===== src/rtl/core/pjt_pkg.sv =====
// Shared types, codes and constants for the priority job table.
package pjt_pkg;

    localparam int QueueDepthDef = 4;
    localparam int ActW          = 3;
    localparam int IdW           = 16;
    localparam int KindW         = 2;
    localparam int UrgW          = 8;
    localparam int WantW         = 3;
    localparam int StatW         = 2;
    localparam int OccW          = 3;
    localparam int ListMax       = 4;

    // Sentinel above any stored urgency, seeds the minimum search
    localparam logic [UrgW:0] NoUrgency = (UrgW + 1)'(257);

    typedef enum logic [ActW-1:0] {
        ACT_SUBMIT   = 3'd0,
        ACT_DISPATCH = 3'd1,
        ACT_CLEAR    = 3'd2,
        ACT_REMOVE   = 3'd3,
        ACT_REPRIO   = 3'd4,
        ACT_COUNT    = 3'd5,
        ACT_LIST     = 3'd6
    } action_t;

    typedef enum logic [StatW-1:0] {
        ST_OK        = 2'd0,
        ST_FULL      = 2'd1,
        ST_NOT_FOUND = 2'd2,
        ST_EMPTY     = 2'd3
    } status_t;

    typedef enum logic [2:0] {
        S_IDLE,
        S_SCAN,
        S_PICK,
        S_SHIFT,
        S_LIST
    } state_t;

    typedef struct packed {
        logic [IdW-1:0]   id;
        logic [KindW-1:0] kind;
        logic [UrgW-1:0]  urg;
    } entry_t;

    localparam int EntryW = $bits(entry_t);

    typedef struct packed {
        logic           clear;
        logic           beat;
        logic           by_id;
        logic [IdW-1:0] target;
    } scan_ctl_t;

endpackage


===== src/rtl/core/pjt_ram.sv =====
// Generic single-write, single-read RAM with registered read data.
module pjt_ram #(
    parameter int WIDTH = 8,
    parameter int DEPTH = 4,
    localparam int AW   = (DEPTH > 1) ? $clog2(DEPTH) : 1
) (
    input  logic             clk,
    input  logic             we,
    input  logic [AW-1:0]    waddr,
    input  logic [WIDTH-1:0] wdata,
    input  logic [AW-1:0]    raddr,
    output logic [WIDTH-1:0] rdata
);

    logic [WIDTH-1:0] mem_reg [DEPTH];
    logic [WIDTH-1:0] rdata_reg;

    // Write one word, read one word per cycle
    always_ff @(posedge clk)
    begin
        if (we)
        begin
            mem_reg[waddr] <= wdata;
        end
        rdata_reg <= mem_reg[raddr];
    end

    assign rdata = rdata_reg;

endmodule


===== src/rtl/core/pjt_scan.sv =====
// Shared compare unit: running minimum-urgency or first-id-match search.
module pjt_scan import pjt_pkg::*; #(
    parameter int QUEUE_DEPTH = QueueDepthDef,
    localparam int AW = (QUEUE_DEPTH > 1) ? $clog2(QUEUE_DEPTH) : 1
) (
    input  logic          clk,
    input  logic          rst_n,
    input  scan_ctl_t     ctl,
    input  logic [AW-1:0] idx,
    input  entry_t        rd_entry,
    output logic          found,
    output logic [AW-1:0] pos,
    output entry_t        sel
);

    logic            found_reg;
    logic [UrgW:0]   best_reg;
    logic [AW-1:0]   pos_reg;
    entry_t          sel_reg;
    logic            take;

    // Strictly lower urgency keeps the oldest on a tie; id match keeps the first
    always_comb
    begin
        if (ctl.by_id)
        begin
            take = !found_reg && (rd_entry.id == ctl.target);
        end
        else
        begin
            take = ({1'b0, rd_entry.urg} < best_reg);
        end
    end

    // Track whether anything was picked and the best urgency so far
    always_ff @(posedge clk or negedge rst_n)
    begin
        if (!rst_n)
        begin
            found_reg <= 1'b0;
            best_reg  <= NoUrgency;
        end
        else if (ctl.clear)
        begin
            found_reg <= 1'b0;
            best_reg  <= NoUrgency;
        end
        else if (ctl.beat && take)
        begin
            found_reg <= 1'b1;
            best_reg  <= {1'b0, rd_entry.urg};
        end
    end

    // Hold the picked entry and its slot
    always_ff @(posedge clk)
    begin
        if (ctl.beat && take)
        begin
            pos_reg <= idx;
            sel_reg <= rd_entry;
        end
    end

    assign found = found_reg;
    assign pos   = pos_reg;
    assign sel   = sel_reg;

endmodule


===== src/rtl/core/priority_job_table.sv =====
// Top level of the priority job table: sequencer, counters and result register.
// Submit, clear, count, unused codes and early rejects: result in the cycle after start.
// Dispatch/remove: search the held entries, shift the later ones down, then the result.
// Reprioritize and a remove miss: search, then the result. List of n entries: n beats.
// busy is high while a search, shift or list runs; the receiver cannot stall results.
// rst_n clears the table count, the id counter and the sequencer; the RAM is not cleared.
module priority_job_table import pjt_pkg::*; #(
    parameter int QUEUE_DEPTH = QueueDepthDef
) (
    input  logic             clk,
    input  logic             rst_n,
    input  logic             start,
    output logic             busy,
    input  logic [ActW-1:0]  action,
    input  logic [IdW-1:0]   target_id,
    input  logic [KindW-1:0] kind,
    input  logic [UrgW-1:0]  urgency,
    input  logic [WantW-1:0] want_count,
    output logic             out_valid,
    output logic [StatW-1:0] status,
    output logic [IdW-1:0]   out_id,
    output logic [KindW-1:0] out_kind,
    output logic [UrgW-1:0]  out_urgency,
    output logic [OccW-1:0]  occupancy,
    output logic             last
);

    localparam int AW   = (QUEUE_DEPTH > 1) ? $clog2(QUEUE_DEPTH) : 1;
    localparam int CW   = $clog2(QUEUE_DEPTH + 1);
    localparam int CmpW = (CW > WantW) ? CW : WantW;

    state_t           state_reg, state_next;
    action_t          act_reg, act_in;
    logic [IdW-1:0]   tid_reg;
    logic [UrgW-1:0]  urg_reg;
    logic [CW-1:0]    held_reg, held_next;
    logic [IdW-1:0]   idc_reg, idc_next;
    logic [CW-1:0]    limit_reg, limit_next;
    logic [CW-1:0]    rd_idx_reg, rd_idx_next;
    logic             pend_reg, pend_next;
    logic [AW-1:0]    pend_idx_reg, pend_idx_next;

    logic             accept;
    logic             issue;
    logic [WantW-1:0] want_cap;
    logic [CW-1:0]    list_n;

    logic             ram_we;
    logic [AW-1:0]    ram_waddr;
    entry_t           ram_wdata;
    logic [AW-1:0]    ram_raddr;
    logic [EntryW-1:0] ram_rdata;
    entry_t           rd_entry;

    scan_ctl_t        scan_ctl;
    logic             scan_found;
    logic [AW-1:0]    scan_pos;
    entry_t           scan_sel;

    logic             em_valid;
    status_t          em_status;
    logic [IdW-1:0]   em_id;
    logic [KindW-1:0] em_kind;
    logic [UrgW-1:0]  em_urg;
    logic [CW-1:0]    em_occ;
    logic             em_last;

    logic             ov_reg;
    status_t          status_reg;
    logic [IdW-1:0]   oid_reg;
    logic [KindW-1:0] okind_reg;
    logic [UrgW-1:0]  ourg_reg;
    logic [OccW-1:0]  occ_reg;
    logic             last_reg;

    assign act_in   = action_t'(action);
    assign busy     = (state_reg != S_IDLE);
    assign accept   = start && !busy;
    assign issue    = (rd_idx_reg != limit_reg);
    assign rd_entry = entry_t'(ram_rdata);

    // Cap the list length at the list limit and at the entries held
    always_comb
    begin
        want_cap = (want_count > WantW'(ListMax)) ? WantW'(ListMax) : want_count;
        if (CmpW'(held_reg) < CmpW'(want_cap))
        begin
            list_n = held_reg;
        end
        else
        begin
            list_n = CW'(want_cap);
        end
    end

    // Next state
    always_comb
    begin
        state_next = state_reg;
        unique case (state_reg)
            S_IDLE:
            begin
                if (start)
                begin
                    unique case (act_in) inside
                        ACT_DISPATCH, ACT_REMOVE, ACT_REPRIO:
                        begin
                            if (held_reg != '0)
                            begin
                                state_next = S_SCAN;
                            end
                        end
                        ACT_LIST:
                        begin
                            if (list_n != '0)
                            begin
                                state_next = S_LIST;
                            end
                        end
                        default:
                        begin
                            state_next = S_IDLE;
                        end
                    endcase
                end
            end
            S_SCAN:
            begin
                if (!issue)
                begin
                    state_next = S_PICK;
                end
            end
            S_PICK:
            begin
                if (scan_found && (act_reg != ACT_REPRIO))
                begin
                    state_next = S_SHIFT;
                end
                else
                begin
                    state_next = S_IDLE;
                end
            end
            S_SHIFT, S_LIST:
            begin
                if (!issue)
                begin
                    state_next = S_IDLE;
                end
            end
            default:
            begin
                state_next = S_IDLE;
            end
        endcase
    end

    // Datapath control, RAM access and result beats
    always_comb
    begin
        held_next     = held_reg;
        idc_next      = idc_reg;
        limit_next    = limit_reg;
        rd_idx_next   = rd_idx_reg;
        pend_next     = 1'b0;
        pend_idx_next = pend_idx_reg;

        ram_we    = 1'b0;
        ram_waddr = '0;
        ram_wdata = '0;
        ram_raddr = rd_idx_reg[AW-1:0];

        scan_ctl.clear  = accept;
        scan_ctl.beat   = 1'b0;
        scan_ctl.by_id  = (act_reg != ACT_DISPATCH);
        scan_ctl.target = tid_reg;

        em_valid  = 1'b0;
        em_status = ST_OK;
        em_id     = '0;
        em_kind   = '0;
        em_urg    = '0;
        em_occ    = held_reg;
        em_last   = 1'b1;

        // Issue one read per cycle while entries remain
        if ((state_reg == S_SCAN || state_reg == S_SHIFT || state_reg == S_LIST) && issue)
        begin
            rd_idx_next   = rd_idx_reg + CW'(1);
            pend_next     = 1'b1;
            pend_idx_next = rd_idx_reg[AW-1:0];
        end

        unique case (state_reg)
            S_IDLE:
            begin
                if (start)
                begin
                    unique case (act_in) inside
                        ACT_SUBMIT:
                        begin
                            em_valid = 1'b1;
                            if (held_reg == CW'(QUEUE_DEPTH))
                            begin
                                em_status = ST_FULL;
                            end
                            else
                            begin
                                idc_next  = idc_reg + IdW'(1);
                                held_next = held_reg + CW'(1);
                                ram_we    = 1'b1;
                                ram_waddr = held_reg[AW-1:0];
                                ram_wdata = '{id: idc_next, kind: kind, urg: urgency};
                                em_id     = idc_next;
                                em_kind   = kind;
                                em_urg    = urgency;
                                em_occ    = held_next;
                            end
                        end
                        ACT_DISPATCH:
                        begin
                            if (held_reg == '0)
                            begin
                                em_valid  = 1'b1;
                                em_status = ST_EMPTY;
                            end
                            else
                            begin
                                rd_idx_next = '0;
                                limit_next  = held_reg;
                            end
                        end
                        ACT_REMOVE, ACT_REPRIO:
                        begin
                            if (held_reg == '0)
                            begin
                                em_valid  = 1'b1;
                                em_status = ST_NOT_FOUND;
                            end
                            else
                            begin
                                rd_idx_next = '0;
                                limit_next  = held_reg;
                            end
                        end
                        ACT_CLEAR:
                        begin
                            held_next = '0;
                            em_valid  = 1'b1;
                            em_occ    = '0;
                        end
                        ACT_LIST:
                        begin
                            if (list_n == '0)
                            begin
                                em_valid  = 1'b1;
                                em_status = (held_reg == '0) ? ST_EMPTY : ST_OK;
                            end
                            else
                            begin
                                rd_idx_next = '0;
                                limit_next  = list_n;
                            end
                        end
                        default:
                        begin
                            em_valid = 1'b1;
                        end
                    endcase
                end
            end
            S_SCAN:
            begin
                scan_ctl.beat = pend_reg;
            end
            S_PICK:
            begin
                if (!scan_found)
                begin
                    em_valid  = 1'b1;
                    em_status = ST_NOT_FOUND;
                end
                else if (act_reg == ACT_REPRIO)
                begin
                    ram_we    = 1'b1;
                    ram_waddr = scan_pos;
                    ram_wdata = '{id: scan_sel.id, kind: scan_sel.kind, urg: urg_reg};
                    em_valid  = 1'b1;
                    em_id     = tid_reg;
                    em_kind   = scan_sel.kind;
                    em_urg    = urg_reg;
                end
                else
                begin
                    rd_idx_next = CW'(scan_pos) + CW'(1);
                end
            end
            S_SHIFT:
            begin
                // Move each later entry down by one slot
                if (pend_reg)
                begin
                    ram_we    = 1'b1;
                    ram_waddr = pend_idx_reg - AW'(1);
                    ram_wdata = rd_entry;
                end
                if (!issue)
                begin
                    held_next = held_reg - CW'(1);
                    em_valid  = 1'b1;
                    em_id     = scan_sel.id;
                    em_kind   = scan_sel.kind;
                    em_urg    = scan_sel.urg;
                    em_occ    = held_next;
                end
            end
            S_LIST:
            begin
                if (pend_reg)
                begin
                    em_valid = 1'b1;
                    em_id    = rd_entry.id;
                    em_kind  = rd_entry.kind;
                    em_urg   = rd_entry.urg;
                    em_last  = ((CW'(pend_idx_reg) + CW'(1)) == limit_reg);
                end
            end
            default:
            begin
                em_valid = 1'b0;
            end
        endcase
    end

    // Control registers
    always_ff @(posedge clk or negedge rst_n)
    begin
        if (!rst_n)
        begin
            state_reg    <= S_IDLE;
            held_reg     <= '0;
            idc_reg      <= '0;
            limit_reg    <= '0;
            rd_idx_reg   <= '0;
            pend_reg     <= 1'b0;
            pend_idx_reg <= '0;
            act_reg      <= ACT_SUBMIT;
            ov_reg       <= 1'b0;
        end
        else
        begin
            state_reg    <= state_next;
            held_reg     <= held_next;
            idc_reg      <= idc_next;
            limit_reg    <= limit_next;
            rd_idx_reg   <= rd_idx_next;
            pend_reg     <= pend_next;
            pend_idx_reg <= pend_idx_next;
            ov_reg       <= em_valid;
            if (accept)
            begin
                act_reg <= act_in;
            end
        end
    end

    // Hold the command operands and the result beat
    always_ff @(posedge clk)
    begin
        if (accept)
        begin
            tid_reg <= target_id;
            urg_reg <= urgency;
        end
        if (em_valid)
        begin
            status_reg <= em_status;
            oid_reg    <= em_id;
            okind_reg  <= em_kind;
            ourg_reg   <= em_urg;
            occ_reg    <= OccW'(em_occ);
            last_reg   <= em_last;
        end
    end

    pjt_ram #(
        .WIDTH (EntryW),
        .DEPTH (QUEUE_DEPTH)
    ) u_ram (
        .clk   (clk),
        .we    (ram_we),
        .waddr (ram_waddr),
        .wdata (ram_wdata),
        .raddr (ram_raddr),
        .rdata (ram_rdata)
    );

    pjt_scan #(
        .QUEUE_DEPTH (QUEUE_DEPTH)
    ) u_scan (
        .clk      (clk),
        .rst_n    (rst_n),
        .ctl      (scan_ctl),
        .idx      (pend_idx_reg),
        .rd_entry (rd_entry),
        .found    (scan_found),
        .pos      (scan_pos),
        .sel      (scan_sel)
    );

    assign out_valid   = ov_reg;
    assign status      = status_reg;
    assign out_id      = oid_reg;
    assign out_kind    = okind_reg;
    assign out_urgency = ourg_reg;
    assign occupancy   = occ_reg;
    assign last        = last_reg;

endmodule


===== config.mk =====
export PLATFORM = sky130hd
export DESIGN_NAME = priority_job_table
export DESIGN_NICKNAME = d
export VERILOG_FILES = /design/src/rtl/core/pjt_pkg.sv /design/src/rtl/core/pjt_ram.sv /design/src/rtl/core/pjt_scan.sv /design/src/rtl/core/priority_job_table.sv
export SDC_FILE = /design/constraint.sdc
export NUM_CORES = 1
export LEC_CHECK = 0
export BUFFER_PORTS_ARGS = -buffer_cell sky130_fd_sc_hd__buf_2
export CELL_PAD_IN_SITES_DETAIL_PLACEMENT = 1
export CELL_PAD_IN_SITES_GLOBAL_PLACEMENT = 1
export CORE_MARGIN = 3
export CORE_UTILIZATION = 25
export DETAILED_ROUTE_END_ITERATION = 8
export PLACE_DENSITY_LB_ADDON = 0.1
export SLEW_MARGIN = 40
export SYNTH_ARGS = -nofsm -noshare
export SYNTH_HDL_FRONTEND = slang
export SYNTH_SLANG_ARGS = --single-unit

===== constraint.sdc =====
create_clock -name clk -period 5.3 [get_ports clk]
set_clock_uncertainty 0.1 [all_clocks]
set_input_delay 0.265 -clock clk [delete_from_list [all_inputs] [get_ports clk]]
set_output_delay 0.265 -clock clk [all_outputs]
set_load 0.01 [all_outputs]

==> results.rst <==
.. list-table::
   :header-rows: 1

   * - Metric
     - Value
   * - Post-Syn Nets
     - about 770
   * - Critical Path RT
     - roughly 5400 ps
   * - RSZ-0062 raised after global routing
     - no
   * - Die outline width
     - 213 um
   * - Fraction of final layout cells sized beyond drive strength 1
     - between 20% and 30%
   * - Cell at the root of the clock tree
     - sky130_fd_sc_hd__clkbuf_16
   * - Startpoint class of the critical path
     - flip-flop
   * - Via count of the first global-routing pass
     - 7106
   * - Classification of the worst-slack hold path
     - in2reg
   * - Skew-Pair Late Insertion Delay
     - 570 ps
   * - Maximum number of pins on one net before global-route repair
     - 46
   * - Synth Warn #
     - 0
   * - Met3 routing resource usage after global routing
     - 1.98%
   * - Layout net count
     - 880
   * - Slowest cell on crit path
     - sky130_fd_sc_hd__dfrtp_1
   * - Crit path capture type
     - flip-flop
   * - Total Die Area
     - 0.0455 mm2
   * - Critical path fanouts, max
     - 34
   * - CTS H-tree lvls
     - 1
   * - Via count of the routed design
     - roughly 6500
   * - Final hold vios
     - 0
   * - IO Count
     - 69
   * - Final core utilization
     - 31.0%
   * - Growth of design area from synthesis to finish
     - 21.9%
   * - Global placement routability congestion
     - 0.751
   * - Final-report max-slew violation count
     - 0
   * - # resized after CTS
     - 0
   * - Combined area of all synthesized cells
     - 0.0107 mm2
   * - Final setup violation count
     - 0
   * - First-pass GRT wire length
     - 46800 um
   * - Starting Density
     - between 20% and 30%
   * - Detailed Route WL
     - 31000 um
   * - CTS tree
     - yes
   * - Most common library cell in the layout ignoring fill and taps
     - sky130_fd_sc_hd__edfxtp_1
   * - N_diodes
     - 0
   * - Synth unique cells
     - 62
   * - Worst path most repeated cell
     - sky130_fd_sc_hd__buf_4
   * - Ordered cell list for the critical path
     - nor3_4 -> nand2_2 -> inv_2 -> and3_4 -> nand2_1 -> buf_4 -> o221ai_1 -> nor2b_2 -> buf_4
   * - Number of enable-type register cells in the synthesized netlist
     - 188
   * - Post-detailed-placement half-perimeter wirelength
     - 19200 um
   * - Peak clock frequency supported by timing
     - 298 MHz
   * - Overall overflow remaining after global route
     - 0
   * - # DRC
     - 0
   * - Buffer depth of the longest clock path
     - 3
   * - Vertical extent of the die
     - 213 um
   * - IR drop worst, VDD
     - 0.000261 V
   * - Number of max-capacitance violations reported
     - 0
   * - Worst rel slew slack
     - a little under half
   * - CTS sink cnt
     - 259
   * - Clock-pin slew reported for the worst setup and hold paths after clock tree synthesis
     - 60 ps
   * - Post-Syn Area per Cell
     - 15.0 um2
   * - Leading cell types in the layout, fill and taps excluded
     - sky130_fd_sc_hd__edfxtp_1 (188), sky130_fd_sc_hd__buf_2 (68), sky130_fd_sc_hd__nand2_1 (65)
   * - Power Dens Cells
     - 507 mW/mm2
   * - Synth Register Bits
     - 259
   * - Most common flop cell mapped by yosys
     - sky130_fd_sc_hd__edfxtp_1
   * - Final Cycle Share
     - 63.3%
   * - Number of buffers created by CTS
     - 31
   * - Share of flip-flops with an asynchronous set or reset after synthesis
     - 17.4%
   * - Maximum cell stage delay along the critical path
     - 500 ps
   * - Critical Setup Path Class
     - reg2reg
   * - GRT Max-Usage Layer
     - met2
   * - Via count normalized by instance count
     - between 4 and 5
   * - Cell types with the largest area share after synthesis
     - sky130_fd_sc_hd__edfxtp_1 (53%), sky130_fd_sc_hd__dfrtp_1 (10%), sky130_fd_sc_hd__mux4_2 (5.5%), sky130_fd_sc_hd__dfxtp_1 (4.8%), sky130_fd_sc_hd__nand2_1 (2.3%)
   * - Length of the first detailed-routing pass in iterations
     - 7
   * - Routed WL per cell
     - 22.3 um
   * - Area of the core region
     - approximately 0.042 mm2
   * - Fin worst setup slack
     - 1950 ps
   * - Status
     - finished clean
   * - Slew at the pin closest to its max-slew limit
     - 792 ps
   * - Buffers on Ports
     - 68
   * - Min Tclk post-route
     - around 3400 ps
   * - Total routing usage reported by global routing
     - 13.8%
   * - Number of flip-flops under the largest register name
     - 104
   * - Post-Route Setup TNS
     - 0 ps
   * - Number of rows in the core area
     - 75
   * - Initial antenna violation count
     - 0
   * - Top cell type by total area after synthesis
     - sky130_fd_sc_hd__edfxtp_1
   * - Number of cells produced by synthesis
     - 716
   * - Data arrival time of the critical path
     - approximately 3500 ps
   * - GR met1 Demand/Resource
     - about a fifth
   * - Leakage power figure
     - about 4.9 nW
   * - Global-route track usage on met2
     - 23.3%
   * - Violation count after the first detailed-route iteration
     - ~390
   * - Portion of the post-synthesis area used by sequential elements
     - 67.9%
   * - Post-route ant nets
     - 0
   * - Pre-CTS WS
     - a little under 2000 ps
   * - Yosys top cell area share
     - 52.6%
==> synth_stat cells, types with 3 or more instances <==
master	n
sky130_fd_sc_hd__inv_1	20
sky130_fd_sc_hd__mux2_4	7
sky130_fd_sc_hd__dfrtp_1	43
sky130_fd_sc_hd__and2_1	6
sky130_fd_sc_hd__o31ai_1	4
sky130_fd_sc_hd__a211o_1	6
sky130_fd_sc_hd__a21oi_1	17
sky130_fd_sc_hd__ha_1	17
sky130_fd_sc_hd__a211oi_1	3
sky130_fd_sc_hd__dfxtp_1	26
sky130_fd_sc_hd__mux2i_1	3
sky130_fd_sc_hd__nor2_1	24
sky130_fd_sc_hd__xnor2_1	20
sky130_fd_sc_hd__o21ai_0	31
sky130_fd_sc_hd__nor3b_1	5
sky130_fd_sc_hd__nor2b_1	5
sky130_fd_sc_hd__nand3_1	12
sky130_fd_sc_hd__a22o_1	16
sky130_fd_sc_hd__nor4_1	3
sky130_fd_sc_hd__a31oi_1	3
sky130_fd_sc_hd__o211ai_1	3
sky130_fd_sc_hd__a22oi_1	25
sky130_fd_sc_hd__a221o_1	11
sky130_fd_sc_hd__mux2_2	5
sky130_fd_sc_hd__nand4_1	6
sky130_fd_sc_hd__mux4_2	26
sky130_fd_sc_hd__edfxtp_1	188
sky130_fd_sc_hd__xor2_1	27
sky130_fd_sc_hd__buf_2	13
sky130_fd_sc_hd__a21o_1	11
sky130_fd_sc_hd__clkbuf_1	15
sky130_fd_sc_hd__nor3_1	6
sky130_fd_sc_hd__and3_1	7
sky130_fd_sc_hd__nand2_1	66
==> cells by family after synthesis <==
kind of cell,Yosys count,share of synthesized area (%)
AOI/OAI and AO/OA,146,9.78
xor gates and xnor gates,47,3.83
adders and majority gates,17,1.98
buffers and inverters,51,2.00
DFF,259,67.9
muxes,41,7.23
and+or+nand+nor,155,7.27
==> area by class of cell <==
type | instances | area [um2]
multi-input combinational | 406 | 3260
clock buffer | 42 | 827
clock inverter | 16 | 234
tap | 539 | 674
inverter | 21 | 78.8
timing repair buffer | 109 | 722
fill | 4438 | 29100
sequential | 259 | 7300
==> worst paths after layout <==
kind / startpoint / to / slack (ps) / cells after the start
max: state_reg[0] / u_ram.mem_reg[2][15] / 1950 / 9
min: kind[0] / out_kind[0] / 40 / 3
max reg2reg: state_reg[0] / u_ram.mem_reg[2][15] / 1950 / 9
min reg2reg: u_ram.rdata[8] / u_scan.sel[8] / 360 / 0
max in group asynchronous: rst_n / idc_reg[2] / 4500 / 3
min in group asynchronous: rst_n / act_reg[2] / 190 / 3
==> per-layer routing <==
metal / wire length (um) / vias to the layer above
li1: - / 2969
met1: 14400 / 3423
met2: 15100 / 117
met3: 1130 / 32
met4: 422 / 0
met5: 0 / -
==> worst max-delay path: cells and delay by family, from the launching register on <==
kind | cells | cell delay (ps)
AND/OR/NAND/NOR | 5 | 1210
buffers and inverters | 3 | 760
flip-flops | 1 | 500
AO/OA/AOI/OAI | 1 | 400
==> power breakdown <==
part / total, mW / leakage [nW] / switching, mW / internal (mW)
combinational: 1.48 / 1.81 / 0.898 / 0.579
sequential: 2.94 / 2.60 / 0.298 / 2.64
clock: 2.22 / 0.509 / 0.837 / 1.38
==> through the flow <==
step                      hold WS (ps)  std cells  power (mW)  instance area [um2]
after floorplan                   -131        716        3.83                10700
after global placement             343       1306        4.44                11700
after detailed placement           344       1306        4.49                11700
after CTS                         10.5       1392        6.78                13100
after global routing              44.5       1392        7.03                13100
final                             42.4       1392        6.63                13100
==> timing repair <==
item                       CTS  global route
setup endpoints to repair    0             0
buffers inserted             0             0
hold endpoints to repair    75             0
hold buffers                28             0
Power figures use the tool's default switching activity.
